[src/design/khmt_pkg.sv]
// package for the killer move and history table block
// holds operation codes, controller states, command/status structs and fixed sizes
// no dependencies
`timescale 1ns / 1ps

package khmt_pkg;

  typedef enum logic [2:0] {
    FN_PUSH_KILLER  = 3'd0,
    FN_QUERY_KILLER = 3'd1,
    FN_ADD_HISTORY  = 3'd2,
    FN_READ_HISTORY = 3'd3,
    FN_CLEAR        = 3'd4
  } func_t;

  typedef enum logic [1:0] {
    ST_CLEAR,
    ST_IDLE,
    ST_EXEC
  } state_t;

  localparam int FUNC_BITS    = 3;
  localparam int MOVE_IN_BITS = 16;
  localparam int PLY_IN_BITS  = 6;
  localparam int SQ_BITS      = 6;
  localparam int DEPTH_BITS   = 6;
  localparam int INC_BITS     = 2 * DEPTH_BITS;
  localparam int SCORE_BITS   = 32;
  localparam int HIST_AW      = 1 + 2 * SQ_BITS;
  localparam int HIST_DEPTH   = 2 * 64 * 64;

  typedef struct packed {
    logic load;
    logic exec;
    logic clr_step;
  } dp_cmd_t;

  typedef struct packed {
    logic clear_op;
    logic clr_last;
  } dp_status_t;

endpackage

[src/design/khmt_ctrl.sv]
// controller state machine for the killer move and history table block
// sequences accept, execute and the history clearing sweep; owns result valid
// depends on khmt_pkg
`timescale 1ns / 1ps

module khmt_ctrl import khmt_pkg::*; (
  input  logic       clk,
  input  logic       rst,
  input  logic       item_valid,
  output logic       item_ready,
  output logic       result_valid,
  input  logic       result_ready,
  output dp_cmd_t    cmd,
  input  dp_status_t status
);

  state_t state;
  state_t state_next;
  logic   result_valid_next;

  always_ff @(posedge clk) begin
    if (rst) begin
      state        <= ST_CLEAR;
      result_valid <= 1'b0;
    end else begin
      state        <= state_next;
      result_valid <= result_valid_next;
    end
  end

  always_comb begin
    state_next        = state;
    result_valid_next = result_valid && !result_ready;
    item_ready        = 1'b0;
    cmd               = '0;
    case (state)
      ST_CLEAR: begin
        cmd.clr_step = 1'b1;
        if (status.clr_last) begin
          state_next = ST_IDLE;
        end
      end
      ST_IDLE: begin
        item_ready = 1'b1;
        if (item_valid) begin
          cmd.load   = 1'b1;
          state_next = ST_EXEC;
        end
      end
      ST_EXEC: begin
        if (!result_valid || result_ready) begin
          cmd.exec          = 1'b1;
          result_valid_next = 1'b1;
          state_next        = status.clear_op ? ST_CLEAR : ST_IDLE;
        end
      end
      default: begin
        state_next = ST_CLEAR;
      end
    endcase
  end

endmodule

[config.mk]
export PLATFORM = sky130hd
export DESIGN_NAME = khmt_ctrl
export DESIGN_NICKNAME = d
export VERILOG_FILES = /design/src/design/khmt_pkg.sv /design/src/design/khmt_ctrl.sv
export SDC_FILE = /design/constraint.sdc
export NUM_CORES = 1
export LEC_CHECK = 0
export BUFFER_PORTS_ARGS = -buffer_cell sky130_fd_sc_hd__buf_4
export CORE_AREA = 2 2 39 41
export CTS_CLUSTER_SIZE = 24
export DETAILED_ROUTE_END_ITERATION = 16
export DIE_AREA = 0 0 41 43
export HOLD_SLACK_MARGIN = 0.02
export MAX_ROUTING_LAYER = met4
export REMOVE_ABC_BUFFERS = 1
export SYNTH_ARGS = -nofsm -noshare
export SYNTH_HDL_FRONTEND = slang
export SYNTH_SLANG_ARGS = --single-unit
[constraint.sdc]
create_clock -name clk -period 1.4 [get_ports clk]
set_clock_uncertainty 0.05 [all_clocks]
set_input_delay 0.14 -clock clk [delete_from_list [all_inputs] [get_ports clk]]
set_output_delay 0.14 -clock clk [all_outputs]
set_load 0.005 [all_outputs]
==> results.json, run 1 <==
{
  "clkTransAtPathRegs_ns": 0.04,
  "dp_hpwl_um": 279,
  "antenna_left": 0,
  "min-delay-start": "rst",
  "tightest_slew_ns": 0.199,
  "final_util": 0.201,
  "remaining_drc_errors": 0,
  "finalSetupViolations": 0,
  "dr.pass1.iters": 2,
  "cp_top_family": "flip-flops",
  "cts_buffer_depth": 2,
  "io_pins": 11,
  "numCtsBuffers": 3,
  "r2r-end": "state[0]",
  "antenna_found_initial": 0,
  "critPathKind": "reg -> out",
  "syn-mean-instance-area_um2": 9.20,
  "fp.dieW_um": 41,
  "num_rows": 14,
  "dr_total_vias": 158,
  "hold_end": "state[0]",
  "fin_hold_ws_ns": 0.0327,
  "hp-class": "in -> reg",
  "synth_top_area_cell": "dfxtp_1",
  "required_ns": 1.21,
  "leakage_uw": 0.000130,
  "ff2ff_setup_slack_ns": 0.34,
  "core-area_um2": 1380,
  "tns_ns": 0,
  "rsz0062_at_grt": "false",
  "outcome": "completed",
  "die_h_um": 43,
  "crit-reg2reg-launch": "state[0]",
  "cp_max_fo": 5,
  "ctsResizeCount": 0,
  "path_cells": "and3b_1 -> buf_4",
  "clk_latency_ns": 0.23,
  "fillers": 160,
  "io_buffers": 10,
  "ys_ff_latch": 3,
  "ys_top_cells_by_area": "dfxtp_1 38%, nor2_1 9.6%, nand2b_4 8.8%",
  "start_util": 0.113,
  "max_freq_mhz": 851,
  "cts_tree": "yes",
  "cp.arrival_ns": 0.99,
  "critPathLaunchType": "register",
  "syn_area_um2": 156,
  "hold_buffers": 0,
  "power_density_nw_per_um2": 1060,
  "grt.total_usage": 0.0535,
  "ir_drop_v": 0.000230,
  "report.power.total_uw": 295,
  "relSlewSlack": 0.867,
  "h-tree-depth": 1,
  "max_cap_viol_count": 0,
  "grt_pass1_wl_um": 531,
  "yosysWarnings": 0,
  "cts-root-buf": "clkbuf_4",
  "die-area_um2": 1760,
  "cts_setup_buffers": 0,
  "cp-end-kind": "output port",
  "holdPathStages": 2,
  "nNetsFinal": 38,
  "fin_ws_ns": 0.224,
  "finalCriticalPeriod_ns": 1.18,
  "post-place-ws_ns": 0.342,
  "gp_congestion": 0.453,
  "seq_area_frac_synth": 0.384,
  "slew_viol_final": 0,
  "drt_iter0_markers": 1,
  "critPathBufInv": 1,
  "cp_slowest_cell": "dfxtp_1",
  "clkSinkCount": 3,
  "grt_remaining_overflow": 0,
  "reg2reg_depth": 3,
  "fin_crit_sh": 0.840,
  "synthCells": 17,
  "synth_top_area_frac": 0.384,
  "wl_per_cell_um": 7.36,
  "drt-vias-per-instance": 3.36,
  "diodes": 0,
  "netlist-cell-type-count": 12,
  "hold_viol": 0,
  "grt_max_degree": 7,
  "grt_pass1_vias": 157,
  "routed_wl_um": 346,
  "cpPeakStageDelay_ns": 0.41,
  "drive_gt1_frac": 0.516,
  "syn2layout_area_growth_pct": 77.6
}
==> cell usage after synthesis <==
| cell | n |
|---|---|
| nor2_1 | 4 |
| and3b_1 | 1 |
| a21oi_2 | 1 |
| nand2b_4 | 1 |
| nand2b_1 | 1 |
| dfxtp_1 | 3 |
| o21ba_2 | 1 |
| a21oi_1 | 1 |
| or3_1 | 1 |
| and2b_1 | 1 |
| a211o_1 | 1 |
| nor2b_1 | 1 |
==> registers in the layout (all words and copies together), names as in the netlist <==
register / cells
state: 2
result_valid: 1
==> cells in the final DEF, fill, tap and decap left out, drive strengths merged, types with 2 or more instances in the layout <==
| cell | count |
|---|---|
| a21oi | 2 |
| nand2b | 2 |
| dfxtp | 3 |
| clkbuf | 4 |
| buf | 10 |
| nor2 | 4 |
==> how the worst max path moves through the flow <==
stage	from	endpoint	slack, ns	cells after the start
3_5_place_dp	state[0]	state[0]	0.34	3
4_1_cts	state[1]	cmd[2]	0.21	2
3_3_place_gp	state[0]	state[0]	0.34	3
2_1_floorplan	result_valid	state[0]	0.40	3
5_1_grt	state[1]	cmd[2]	0.17	2
6_report	state[1]	cmd[2]	0.22	2
==> area by class of cell <==
| cell class | count | area (um2) | area share |
|---|---|---|---|
| Timing Repair Buffer | 10 | 75.1 | 0.270 |
| Tap cell | 16 | 20.0 | 0.0721 |
| Clock buffer | 4 | 26.3 | 0.0946 |
| Multi-Input combinational cell | 14 | 96.3 | 0.347 |
| Sequential cell | 3 | 60.1 | 0.216 |
==> metrics by stage <==
stage                     cells  cell area [um2]
after global routing         47              278
final                        47              278
after detailed placement     43              251
after CTS                    47              278
after global placement       43              251
after floorplan              17              156
==> logic make-up after synthesis <==
| family | Yosys count | synth area share |
|---|---|---|
| AOI/OAI and AO/OA | 4 | 0.208 |
| and+or+nand+nor | 10 | 0.408 |
| DFF | 3 | 0.384 |
==> report_power, final <==
part / total (uW) / switching [uW] / internal, uW
clock network: 150 / 43.3 / 107
registers: 96.4 / 5.71 / 90.7
logic: 48.9 / 14.9 / 34.0
total: 295 / 63.9 / 231
==> routing by layer <==
layer | track usage | up-vias | wire length (um)
met3 | 0.0471 | 0 | 46
li1 | - | 86 | -
met5 | - | - | 0
met1 | 0.0386 | 66 | 125
met4 | 0.0600 | 0 | 0
met2 | 0.0688 | 6 | 174
Power figures use the tool's default switching activity.
==> inputs of run 2 (changes only) <==
==> constraint.sdc (replaced) <==
create_clock -name clk -period 1.2 [get_ports clk]
set_clock_uncertainty 0.05 [all_clocks]
set_input_delay 0.12 -clock clk [delete_from_list [all_inputs] [get_ports clk]]
set_output_delay 0.12 -clock clk [all_outputs]
set_load 0.005 [all_outputs]
==> run 2 against run 1 <==
Compared with the run above:
- design area grew 4.1%
- via count is 3.8% higher
- hold slack better by 0.086 ns
- total power increased by 18%
- core utilization grew 0.81 points
- clock power up 17%
- cell count up 2.1%
- highest routed layer unchanged
- critical path type unchanged
- clock-buffer cell count unchanged
- die area unchanged
==> results.json, run 2 (synthesis gave the netlist of run 1 again) <==
{
  "layout_common_cells": "10 x buf_4, 4 x nor2_1, 3 x clkbuf_4",
  "clkTransAtPathRegs_ns": 0.04,
  "drt_iter0_markers": 0,
  "crit_start": "state[0]",
  "finalSetupViolations": 0,
  "clkSinkCount": 3,
  "p_int_uw": 272,
  "gp_congestion": 0.453,
  "slew_viol_final": 0,
  "dr_total_vias": 164,
  "max_freq_mhz": 890,
  "top_regs": "state (2), result_valid (1)",
  "hold_viol": 0,
  "regArea_um2": 61.3,
  "tns_ns": 0,
  "final_common_cell": "buf_4",
  "grt_pass1_vias": 169,
  "multiInputGateArea_um2": 96.3,
  "critPathKind": "reg -> out",
  "antenna_found_initial": 0,
  "rsz0062_at_grt": "false",
  "grt_max_degree": 7,
  "grt.total_usage": 0.0556,
  "power_density_nw_per_um2": 1200,
  "h-tree-depth": 1,
  "fp.dieW_um": 41,
  "nNetsFinal": 39,
  "swShare": 0.216,
  "regMostFlops": "state",
  "relSlewSlack": 0.886,
  "dp_hpwl_um": 279,
  "die_h_um": 43,
  "cts-root-buf": "clkbuf_4",
  "dr.pass1.iters": 1,
  "core-area_um2": 1380,
  "cp.arrival_ns": 0.95,
  "crit-reg2reg-launch": "state[0]",
  "grt_pass1_wl_um": 558,
  "remaining_drc_errors": 0,
  "numCtsBuffers": 3,
  "diodes": 0,
  "cts_setup_buffers": 0,
  "num_rows": 14,
  "cts_tree": "yes",
  "combPwrFrac": 0.173,
  "tightest_slew_ns": 0.171,
  "drt-vias-per-instance": 3.42,
  "cts_buffer_depth": 2,
  "critPathLaunchType": "register",
  "io_pins": 11,
  "hp-class": "in -> reg",
  "fillers": 162,
  "final_util": 0.209,
  "die-area_um2": 1760,
  "start_util": 0.113,
  "power_frac_clock": 0.502,
  "p_seq_frac": 0.325,
  "leakage_uw": 0.000135,
  "fin_crit_sh": 0.936,
  "io_buffers": 10,
  "clk_latency_ns": 0.23,
  "required_ns": 1.03,
  "min-delay-start": "status[1]",
  "power.switching_uw": 75.1,
  "max_cap_viol_count": 0,
  "syn2layout_area_growth_pct": 84.8,
  "cp_max_fo": 6,
  "cp-end-kind": "output port",
  "routed_wl_um": 368,
  "finalCriticalPeriod_ns": 1.12,
  "antenna_left": 0,
  "wl_per_cell_um": 7.67,
  "outcome": "completed",
  "largest_register_ffs": 2,
  "drive_gt1_frac": 0.531,
  "ir_drop_v": 0.000268,
  "grt_remaining_overflow": 0
}
[run 2: area by class of cell]
cell class / instances / area share
clock buffers: 4 / 0.0909
multi-input cells: 14 / 0.333
flip-flops and latches: 3 / 0.212
well taps: 16 / 0.0693
repair buffers: 11 / 0.294
[run 2: final timing paths]
check | endpoint | slack [ns] | cells past startpoint
setup / recovery | cmd[1] | 0.08 | 3
hold / removal | state[0] | 0.12 | 3
setup reg to reg | state[0] | 0.14 | 3
hold reg to reg | result_valid | 0.45 | 2
[run 2: critical path: stages (launching register included)]
cell,delay (ns)
dfxtp_1,0.39
nand2b_4,0.17
nor2_1,0.04
buf_4,0.13
[run 2: per-layer routing]
metal	global-route usage	vias up	wire length (um)
met1	0.0386	71	128
met5	-	-	0
met3	0.0471	0	44
li1	-	87	-
met4	0.0600	0	0
met2	0.0750	6	195
[run 2: repair_timing]
action,4_1_cts,5_1_grt
hold endpoints to repair,3,0
gates resized for setup,0,1
hold buffers,1,0
endpoints found under the setup margin,0,1
[run 2: power groups by stage]
stage / clock [uW] / sequential [uW] / combinational [uW]
global placement: 0 / 114 / 58.1
detailed placement: 0 / 114 / 58.2
finish: 175 / 113 / 60.0
floorplan: 0 / 113 / 25.7
CTS: 187 / 113 / 60.9
global route: 199 / 114 / 66.0
[run 2: through the flow]
stage / cells / power [uW] / setup slack, ns / hold WS [ns] / area, um2
after floorplan: 17 / 138 / 0.196 / 0.132 / 156
after global placement: 43 / 172 / 0.141 / 0.252 / 251
after detailed placement: 43 / 172 / 0.142 / 0.250 / 251
after CTS: 48 / 360 / 0.0277 / 0.109 / 288
after global routing: 48 / 379 / 0.00815 / 0.131 / 289
final: 48 / 347 / 0.0769 / 0.118 / 289
==> inputs of run 3 (changes only) <==
--- a/config.mk
+++ b/config.mk
@@ -12,6 +12,7 @@
 export DIE_AREA = 0 0 41 43
 export HOLD_SLACK_MARGIN = 0.02
 export MAX_ROUTING_LAYER = met4
+export PLACE_DENSITY = 0.3
 export REMOVE_ABC_BUFFERS = 1
 export SYNTH_ARGS = -nofsm -noshare
 export SYNTH_HDL_FRONTEND = slang
==> run 3 against run 2 <==
Compared with the run above:
- global-route usage increased by 0.30 points
- register-to-register slack better by 0.02 ns
- clock-buffer cell count unchanged
- non-clock buffer count unchanged
- clock power about the same
- critical path depth did not move
- die area is the same
- routed wire length is 9.5% higher
- setup slack improved by 0.025 ns
- total power is 0.35% higher
- highest routed layer unchanged
==> results.json, run 3 (synthesis gave the netlist of run 1 again) <==
{
  "die-area_um2": 1760,
  "power_frac_clock": 0.501,
  "clkTransAtPathRegs_ns": 0.04,
  "io_buffers": 10,
  "hp-class": "in -> reg",
  "cts_buffer_depth": 2,
  "cts_tree": "yes",
  "p_int_uw": 273,
  "multiInputGateArea_um2": 96.3,
  "h-tree-depth": 1,
  "swShare": 0.216,
  "fp.dieW_um": 41,
  "top_regs": "state (2), result_valid (1)",
  "hold_viol": 0,
  "grt_pass1_wl_um": 655,
  "drt_iter0_markers": 0,
  "holdPathStages": 3,
  "finish.instance_area_um2": 290,
  "nNetsFinal": 39,
  "r2r-end": "state[0]",
  "dr_total_vias": 171,
  "placed_area_um2": 251,
  "reg2reg_depth": 3,
  "drive_gt1_frac": 0.563,
  "critPathKind": "reg -> out",
  "leakage_uw": 0.000135,
  "required_ns": 1.03,
  "rsz0062_at_grt": "false",
  "finalCriticalPeriod_ns": 1.10,
  "final_util": 0.210,
  "start_util": 0.113,
  "hold_end": "state[0]",
  "layout_common_cells": "10 x buf_4, 4 x nor2_1, 3 x clkbuf_4",
  "cp.arrival_ns": 0.93,
  "remaining_drc_errors": 0,
  "ff2ff_setup_slack_ns": 0.16,
  "io_pins": 11,
  "grt.total_usage": 0.0585,
  "power_density_nw_per_um2": 1200,
  "drt-vias-per-instance": 3.56,
  "antenna_found_initial": 0,
  "max_cap_viol_count": 0,
  "crit-reg2reg-launch": "result_valid",
  "outcome": "completed",
  "grt_pass1_vias": 169,
  "grt_remaining_overflow": 0,
  "diodes": 0,
  "max_freq_mhz": 910,
  "ir_drop_v": 0.000293,
  "clkSinkCount": 3,
  "path_cells": "nor2b_1 -> nor2_1 -> buf_4",
  "tns_ns": 0,
  "power.switching_uw": 75.5,
  "routed_wl_um": 403,
  "cp-end-kind": "output port",
  "regArea_um2": 62.6,
  "cp_max_fo": 3,
  "cts_setup_buffers": 0,
  "core-area_um2": 1380,
  "cp_slowest_cell": "dfxtp_1",
  "numCtsBuffers": 3,
  "tightest_slew_ns": 0.132,
  "final_common_cell": "buf_4",
  "fillers": 159,
  "syn2layout_area_growth_pct": 85.6,
  "num_rows": 14,
  "grt_max_degree": 7,
  "relSlewSlack": 0.912,
  "wl_per_cell_um": 8.40,
  "p_seq_frac": 0.325,
  "cts-root-buf": "clkbuf_4",
  "gp_congestion": 0.538,
  "cpPeakStageDelay_ns": 0.33,
  "combPwrFrac": 0.174,
  "largest_register_ffs": 2,
  "clk_latency_ns": 0.23,
  "finalSetupViolations": 0,
  "die_h_um": 43,
  "min-delay-start": "status[1]",
  "regMostFlops": "state",
  "fin_crit_sh": 0.915,
  "dp_hpwl_um": 321,
  "slew_viol_final": 0,
  "dr.pass1.iters": 1,
  "critPathLaunchType": "register",
  "antenna_left": 0
}
run 3: worst max-delay path: cells and delay by family (launching register included):
family	cells	cell delay, ns
buffers and inverters	1	0.13
flip-flops	1	0.33
AND/OR/NAND/NOR	2	0.23
run 3: layout make-up:
type                       instances  share of cell area
multi-input combinational         14               0.332
clock buffer                       4              0.0905
timing repair buffer              11               0.293
sequential                         3               0.216
tap                               16              0.0690
run 3: power groups by stage:
stage          Clock (uW)  Sequential [uW]  Combinational (uW)
5_1_grt               196              115                67.4
4_1_cts               185              113                61.9
3_3_place_gp            0              114                59.0
6_report              175              113                60.5
2_1_floorplan           0              113                25.7
3_5_place_dp            0              114                59.2
run 3: worst max path at each step:
stage / slack (ns) / end / depth (start not counted) / from
floorplan: 0.20 / state[0] / 3 / result_valid
global placement: 0.15 / state[0] / 3 / state[0]
detailed placement: 0.15 / state[0] / 3 / state[0]
CTS: 0.01 / cmd[2] / 2 / state[1]
global route: 0.03 / cmd[1] / 3 / result_valid
finish: 0.10 / cmd[1] / 3 / result_valid
run 3: routing by layer:
layer,wire [um],up-vias,GRT usage
met3,59,0,0.0157
li1,-,88,-
met5,0,-,-
met2,161,11,0.0656
met1,182,72,0.0767
met4,0,0,0.0600
run 3: timing repair:
item / CTS / global route
gates resized for setup: 0 / 2
hold buffers: 1 / 0
setup endpoints to repair: 0 / 3
endpoints found under the hold margin: 3 / 0
run 3: metrics by stage:
| stage | std cells | hold WS, ns | worst slack, ns | power [uW] |
|---|---|---|---|---|
| 2_1_floorplan | 17 | 0.132 | 0.196 | 138 |
| 3_3_place_gp | 43 | 0.254 | 0.152 | 173 |
| 3_5_place_dp | 43 | 0.253 | 0.149 | 173 |
| 4_1_cts | 48 | 0.0975 | 0.0130 | 360 |
| 5_1_grt | 48 | 0.110 | 0.0344 | 379 |
| 6_report | 48 | 0.0989 | 0.102 | 349 |
